[src/hdl/tdt_pkg.sv]
// ----------------------------------------------------------------------------
// tdt_pkg: shared types and constants for the turn-drive-turn sequencer
// Word widths, operation codes, controller/datapath command and status.
// ----------------------------------------------------------------------------
package tdt_pkg;

  localparam int WordBits   = 24;
  localparam int FracBits   = 16;
  localparam int CordicSteps = 16;
  localparam int RegBits    = WordBits - 1;
  localparam int CfgIdxBits = 3;
  localparam int StepBits   = 5;

  typedef logic signed [WordBits-1:0] word_t;
  typedef logic [RegBits-1:0]         ureg_t;

  localparam logic [1:0] OP_POSE = 2'd0;
  localparam logic [1:0] OP_TICK = 2'd1;
  localparam logic [1:0] OP_GOAL = 2'd2;

  localparam logic [CfgIdxBits-1:0] REG_MAX_LIN  = 3'd0;
  localparam logic [CfgIdxBits-1:0] REG_MAX_ANG  = 3'd1;
  localparam logic [CfgIdxBits-1:0] REG_TOL      = 3'd2;
  localparam logic [CfgIdxBits-1:0] REG_LIN_RAMP = 3'd3;
  localparam logic [CfgIdxBits-1:0] REG_ANG_RAMP = 3'd4;

  // pi in Q.FracBits, rounded from Q30
  localparam logic [33:0] PiQ30 = 34'h0C90FDAA2;
  localparam word_t PI_Q = word_t'((PiQ30 + (34'd1 << (29 - FracBits))) >> (30 - FracBits));

  function automatic word_t atan_entry(input logic [StepBits-1:0] i);
    logic [33:0] t;
    begin
      case (i)
        5'd0:  t = 34'h03243F6A8;
        5'd1:  t = 34'h01DAC6705;
        5'd2:  t = 34'h00FADBAFC;
        5'd3:  t = 34'h007F56EA6;
        5'd4:  t = 34'h003FEAB76;
        5'd5:  t = 34'h001FFD55B;
        5'd6:  t = 34'h000FFFAAA;
        5'd7:  t = 34'h0007FFF55;
        5'd8:  t = 34'h0003FFFEA;
        5'd9:  t = 34'h0001FFFFD;
        5'd10: t = 34'h0000FFFFF;
        5'd11: t = 34'h00007FFFF;
        5'd12: t = 34'h00003FFFF;
        5'd13: t = 34'h00001FFFF;
        5'd14: t = 34'h00000FFFF;
        5'd15: t = 34'h000007FFF;
        5'd16: t = 34'h000003FFF;
        5'd17: t = 34'h000001FFF;
        5'd18: t = 34'h000000FFF;
        5'd19: t = 34'h0000007FF;
        5'd20: t = 34'h0000003FF;
        5'd21: t = 34'h0000001FF;
        5'd22: t = 34'h0000000FF;
        5'd23: t = 34'h00000007F;
        default: t = '0;
      endcase
      atan_entry = word_t'((t + (34'd1 << (29 - FracBits))) >> (30 - FracBits));
    end
  endfunction

  // datapath commands
  typedef enum logic [3:0] {
    CMD_NONE    = 4'd0,
    CMD_POSE    = 4'd1,
    CMD_GOAL    = 4'd2,
    CMD_CORDIC  = 4'd3,
    CMD_SQRT_G  = 4'd4,   // load sqrt for goal segment
    CMD_SQRT_T  = 4'd5,   // load sqrt for tick distance
    CMD_SQ_STEP = 4'd6,
    CMD_SEG     = 4'd7,   // store segment length
    CMD_DECIDE  = 4'd8,   // tick: pick phase, set up ramp
    CMD_DIV     = 4'd9,
    CMD_FINISH  = 4'd10
  } cmd_t;

  typedef struct packed {
    cmd_t                cmd;
    logic [StepBits-1:0] step;
  } dp_ctl_t;

  typedef struct packed {
    logic sq_overflow;   // sum of squares overflowed (never set by the datapath)
    logic need_div;      // ramp needs a division
  } dp_sts_t;

endpackage

[src/hdl/tdt_ctrl.sv]
// ----------------------------------------------------------------------------
// tdt_ctrl: sequencing state machine and output valid flag
// Steps the datapath units and flags the result word held for the consumer.
// ----------------------------------------------------------------------------
module tdt_ctrl (
  input  logic             clk,
  input  logic             rst,
  input  logic             in_valid,
  output logic             in_ready,
  input  logic [1:0]       in_op,
  output tdt_pkg::dp_ctl_t ctl,
  input  tdt_pkg::dp_sts_t sts,
  output logic             out_valid,
  input  logic             out_ready,
  output logic             out_load
);
  import tdt_pkg::*;

  typedef enum logic [5:0] {
    S_IDLE   = 6'b000001,
    S_CORDIC = 6'b000010,
    S_SQRT   = 6'b000100,
    S_SEG    = 6'b001000,
    S_DIV    = 6'b010000,
    S_OUT    = 6'b100000
  } state_t;

  localparam int SqSteps = WordBits + 1;
  localparam int DivSteps = RegBits;

  state_t state, state_next;
  logic [StepBits-1:0] step, step_next;
  logic tick, tick_next;
  logic accept;

  assign in_ready = (state == S_IDLE) && !out_valid;
  assign accept = in_valid && in_ready;

  always_comb begin
    state_next = state;
    step_next = step + 1'b1;
    tick_next = tick;
    ctl.cmd = CMD_NONE;
    ctl.step = step;
    out_load = 1'b0;
    case (state)
      S_IDLE: begin
        step_next = '0;
        if (accept) begin
          case (in_op)
            OP_POSE: ctl.cmd = CMD_POSE;
            OP_GOAL: begin
              ctl.cmd = CMD_GOAL; state_next = S_CORDIC; tick_next = 1'b0;
            end
            OP_TICK: begin
              ctl.cmd = CMD_SQRT_T; state_next = S_SQRT; tick_next = 1'b1;
            end
            default: ;
          endcase
        end
      end
      S_CORDIC: begin
        // step 0 is the quadrant setup, steps 1..CordicSteps the rotations
        ctl.cmd = CMD_CORDIC;
        if (step == StepBits'(CordicSteps + 1)) begin
          state_next = S_SQRT; step_next = '0;
          ctl.cmd = CMD_SQRT_G;
        end
      end
      S_SQRT: begin
        ctl.cmd = CMD_SQ_STEP;
        if (step == StepBits'(SqSteps - 1)) begin
          state_next = S_SEG; step_next = '0;
        end
      end
      S_SEG: begin
        step_next = '0;
        if (tick) begin
          ctl.cmd = CMD_DECIDE;
          state_next = sts.need_div ? S_DIV : S_OUT;
        end else begin
          ctl.cmd = CMD_SEG; state_next = S_IDLE;
        end
      end
      S_DIV: begin
        ctl.cmd = CMD_DIV;
        if (step == StepBits'(DivSteps - 1)) state_next = S_OUT;
      end
      S_OUT: begin
        out_load = 1'b1; state_next = S_IDLE;
      end
      default: state_next = S_IDLE;
    endcase
  end

  always_ff @(posedge clk) begin
    if (rst) begin
      state <= S_IDLE; step <= '0; tick <= 1'b0; out_valid <= 1'b0;
    end else begin
      state <= state_next; step <= step_next; tick <= tick_next;
      if (out_load) out_valid <= 1'b1;
      else if (out_ready) out_valid <= 1'b0;
    end
  end

endmodule

[config.mk]
export PLATFORM = sky130hd
export DESIGN_NAME = tdt_ctrl
export DESIGN_NICKNAME = d
export VERILOG_FILES = /design/src/hdl/tdt_pkg.sv /design/src/hdl/tdt_ctrl.sv
export SDC_FILE = /design/constraint.sdc
export NUM_CORES = 1
export LEC_CHECK = 0
export BUFFER_PORTS_ARGS = -buffer_cell sky130_fd_sc_hd__buf_2
export CAP_MARGIN = 20
export CORE_MARGIN = 3
export CORE_UTILIZATION = 45
export CTS_BUF_LIST = sky130_fd_sc_hd__clkbuf_8
export DETAILED_ROUTE_END_ITERATION = 7
export PLACE_DENSITY = 0.74
export REMOVE_ABC_BUFFERS = 1
export SLEW_MARGIN = 20
export SYNTH_ARGS = -nofsm -noshare
export SYNTH_HDL_FRONTEND = slang
export SYNTH_SLANG_ARGS = --single-unit
[constraint.sdc]
create_clock -name clk -period 1.3 [get_ports clk]
set_input_delay 0.13 -clock clk [delete_from_list [all_inputs] [get_ports clk]]
set_output_delay 0.13 -clock clk [all_outputs]
set_load 0.02 [all_outputs]
==> impl_table.tex <==
\begin{tabular}{lr}
\hline
Metric & Value \\
\hline
\multicolumn{2}{l}{\textbf{Run status}} \\
Status & finished with violations \\
Violated checks & setup timing \\
\multicolumn{2}{l}{\textbf{Clock network}} \\
Cell chosen for the clock root & sky130\_fd\_sc\_hd\_\_clkbuf\_8 \\
Clock tree from TritonCTS & built \\
Worst-skew pair later-pin latency & 0.24 ns \\
Sink count of the clock tree & 13 \\
Clock Path Buffers & 2 \\
Clock transition at the registers of the reported paths & 0.05 ns \\
Number of buffers created by CTS & 3 \\
Max H-tree Level & 1 \\
\multicolumn{2}{l}{\textbf{Final layout}} \\
Cell area after layout & 0.00161 mm² \\
Layout cell share with drive strength beyond 1 & 61.1\% \\
Ant diodes & 0 \\
Most frequent standard cell in the layout excluding fill and tap cells & sky130\_fd\_sc\_hd\_\_buf\_4 \\
Highest-count cells in the layout ignoring fill and taps & 37 x sky130\_fd\_sc\_hd\_\_buf\_4, 12 x sky130\_fd\_sc\_hd\_\_buf\_2, 11 x sky130\_fd\_sc\_hd\_\_buf\_6 \\
Fill cell instance count of the final layout & 98 \\
Synthesis-to-layout area growth & 72.2\% \\
Final cell count without fillers & 192 \\
Layout Nets & 185 \\
\multicolumn{2}{l}{\textbf{Setup path}} \\
Highest cell delay on the worst timing path & 0.38 ns \\
Type of element launching the critical path & flop \\
Endpoint arrival time on the critical path & 1.57 ns \\
Max Fanout on Critical Path & 6 \\
Crit path cell chain & nor4b\_4 > nand2\_2 > nor4\_2 > or3\_1 > buf\_6 \\
Nature of the critical path endpoint & primary output \\
WP buf/inv & 1 \\
Kind of critical path & flop to primary output \\
Cell type group with the largest total delay on the critical path & simple AND/OR/NAND/NOR gates \\
Worst Path Required & 1.17 ns \\
Highest-delay cell along the critical path & sky130\_fd\_sc\_hd\_\_dfxtp\_4 \\
Crit path depth & 5 \\
Worst R2R Path Depth & 6 \\
\multicolumn{2}{l}{\textbf{STA}} \\
Final TNS setup & -4.68 ns \\
Fin Clk Skew & 0.00287 ns \\
Min cycle time layout & 1.70 ns \\
Slack of the critical path & -0.399 ns \\
Count of final max-slew check failures & 0 \\
Number of setup violations in the final report & 18 \\
Worst-Margin Slew & 0.330 ns \\
Final period util & 131\% \\
Worst slew slack as a fraction of its limit & 77.9\% \\
Fmax & 589 MHz \\
RSZ-0062 raised after global routing & true \\
Number of hold violations in the final report & 0 \\
Hold Worst Slack & 0.173 ns \\
\multicolumn{2}{l}{\textbf{Pwr}} \\
Fraction of power consumed by the clock network & 12.9\% \\
Switching component of the power & 1.08 mW \\
Largest vdd supply drop & 0.00152 V \\
Internal power summed over all cells & 1.61 mW \\
Proportion of total power due to net switching & 40.2\% \\
Part of the power in registers & 22.6\% \\
Combinational Power Share & 64.5\% \\
Leakage power & 0.740 nW \\
Final Power & 2.68 mW \\
Total power per unit cell area & 1660 mW/mm² \\
\multicolumn{2}{l}{\textbf{Synth}} \\
Library cell occupying the most area in the post-synthesis netlist & sky130\_fd\_sc\_hd\_\_dfxtp\_1 \\
Portion of synthesized cell area occupied by the leading cell type & 27.8\% \\
Cell count after synthesis & 104 \\
Synth area leaders & sky130\_fd\_sc\_hd\_\_dfxtp\_1 28\%, sky130\_fd\_sc\_hd\_\_ha\_1 12\%, sky130\_fd\_sc\_hd\_\_nor3\_2 5.3\% \\
Mean cell area of the mapped netlist & 9.01 µm² \\
Number of synthesis warnings & 0 \\
Sequential share of the synthesized area & 27.8\% \\
Post-synth design cell area & 937 µm² \\
Netlist cell types & 39 \\
Flop and latch count out of synthesis & 13 \\
\multicolumn{2}{l}{\textbf{GRT}} \\
Vias in the first global route & 1055 \\
Number of antenna violations at the first check in global routing & 0 \\
Global router's overall resource usage & 24.5\% \\
Maximum number of pins on one net before global-route repair & 13 \\
Overflow left after global routing & 0 \\
Wire length of the first global-routing pass & 4950 µm \\
\multicolumn{2}{l}{\textbf{Placement}} \\
Placed cell areas & 0.00126 mm² \\
Dpl cells & 173 \\
Number of buffers added on ports & 18 \\
Final HPWL DP & 2040 µm \\
Final weighted congestion in routability-driven placement & 0.898 \\
\multicolumn{2}{l}{\textbf{Routing}} \\
Number of vias in the routed layout & 1073 \\
Post-detailed-route DRC marker count & 0 \\
Number of nets still failing antenna checks after routing & 0 \\
First-pass detailed-route iteration total & 4 \\
DRC marker count from the first detailed-route iteration & 42 \\
Routed wirelength normalized by instance count & 17.0 µm \\
Drt via density & 5.59 \\
Overall routed net length & 3260 µm \\
\multicolumn{2}{l}{\textbf{Die}} \\
Chip Height & 51.6 µm \\
Die footprint & 0.00267 mm² \\
Core region area & 0.00184 mm² \\
Effective utilization at floorplan & 51.0\% \\
Number of rows created at floorplan & 15 \\
Horizontal extent of the die & 51.6 µm \\
Number of primary I/O pins & 20 \\
\multicolumn{2}{l}{\textbf{Flow run}} \\
Maximum capacitance violations & 0 \\
\multicolumn{2}{l}{\textbf{Worst hold path}} \\
Worst hold path type & primary input to flop \\
Worst hold stages & 3 \\
\hline
\end{tabular}
-- worst paths after layout --
kind / start / to / slack [ns]
hold / removal: sts[0] / state[5] / 0.17
hold reg to reg: tick / state[4] / 0.60
setup reg to reg: state[0] / state[0] / -0.32
setup / recovery: state[3] / ctl[5] / -0.40
-- sequential cells by signal, indices dropped and copies added, names as in the netlist --
name / count
step: 5
out_valid: 1
tick: 1
state: 6
-- area by class of cell --
type,count,area (µm²),share of cell area (%)
clock inverter,1,3.75,0.233
sequential,13,283,17.5
tap,25,31.3,1.94
inverter,5,21.3,1.32
multi-input combinational,84,752,46.6
timing repair buffer,61,482,29.8
clock buffer,3,41.3,2.56
-- kinds of logic (layout without fill, tap and decap cells) --
group | after synthesis | after routing | synth area share [%]
simple gates | 58 | 58 | 41.7
compound gates | 13 | 13 | 11.8
flops | 13 | 13 | 27.8
fa+ha+maj | 9 | 9 | 12.0
buf+inv | 7 | 70 | 2.94
xor+xnor | 3 | 3 | 2.80
mux | 1 | 1 | 1.07
-- timing repair --
action | in CTS | in global routing
buffers inserted | 9 | 10
setup endpoints to repair | 18 | 18
gates resized for setup | 36 | 18
pin swaps | 18 | 12
hold buffers | 0 | 0
-- through the flow --
step	utilization, %	setup WS, ns
global placement	68.5	-0.165
floorplan	-	-0.277
global route	87.8	-0.519
detailed placement	68.5	-0.227
CTS	80.3	-0.388
finish	87.8	-0.399
-- worst register-to-register path, delay by kind of cell, from the launching register on --
family,cells,cell delay (ns)
AND/OR/NAND/NOR,2,0.46
buffers and inverters,3,0.42
flip-flops,1,0.37
AO/OA/AOI/OAI,1,0.25
-- routing by layer --
metal	global-route usage (%)	wire (µm)	up-vias
li1	-	-	510
met1	29.3	1260	518
met2	44.7	1760	37
met3	4.58	163	8
met4	5.68	75	0
met5	0	0	-
-- cells in the mapped netlist --
cell type	count
sky130_fd_sc_hd__nand4_1	4
sky130_fd_sc_hd__ha_1	9
sky130_fd_sc_hd__nor4_4	1
sky130_fd_sc_hd__nand2b_1	2
sky130_fd_sc_hd__nand2_1	5
sky130_fd_sc_hd__nand3b_1	2
sky130_fd_sc_hd__a21oi_1	1
sky130_fd_sc_hd__and3_1	1
sky130_fd_sc_hd__or3_1	2
sky130_fd_sc_hd__o211a_4	1
sky130_fd_sc_hd__o22ai_2	1
sky130_fd_sc_hd__dfxtp_1	13
sky130_fd_sc_hd__inv_1	5
sky130_fd_sc_hd__nor3b_2	1
sky130_fd_sc_hd__nand4b_1	3
sky130_fd_sc_hd__o211ai_1	1
sky130_fd_sc_hd__xor2_1	2
sky130_fd_sc_hd__nand4bb_1	1
sky130_fd_sc_hd__xnor2_1	1
sky130_fd_sc_hd__nor3_2	5
sky130_fd_sc_hd__nor4_1	2
sky130_fd_sc_hd__a21o_1	1
sky130_fd_sc_hd__nor2_1	12
sky130_fd_sc_hd__nand3_2	2
sky130_fd_sc_hd__nand2_2	1
sky130_fd_sc_hd__buf_2	1
sky130_fd_sc_hd__o21ai_0	2
sky130_fd_sc_hd__nor2b_1	3
sky130_fd_sc_hd__and3_2	1
sky130_fd_sc_hd__o311a_2	1
sky130_fd_sc_hd__nand3_1	6
sky130_fd_sc_hd__nor4b_4	1
sky130_fd_sc_hd__mux2i_1	1
sky130_fd_sc_hd__o21a_1	1
sky130_fd_sc_hd__nor3_1	3
sky130_fd_sc_hd__a211oi_1	1
sky130_fd_sc_hd__a211o_1	2
sky130_fd_sc_hd__clkbuf_1	1
sky130_fd_sc_hd__o22ai_1	1
-- power by group through the flow --
stage,sequential [mW],combinational (mW),clock (mW)
after floorplan,0.577,0.713,0
after global placement,0.550,1.20,0
after detailed placement,0.561,1.24,0
after CTS,0.587,1.47,0.348
after global routing,0.618,1.85,0.373
final,0.606,1.73,0.346
No activity file was read; power rests on OpenSTA's default activity.
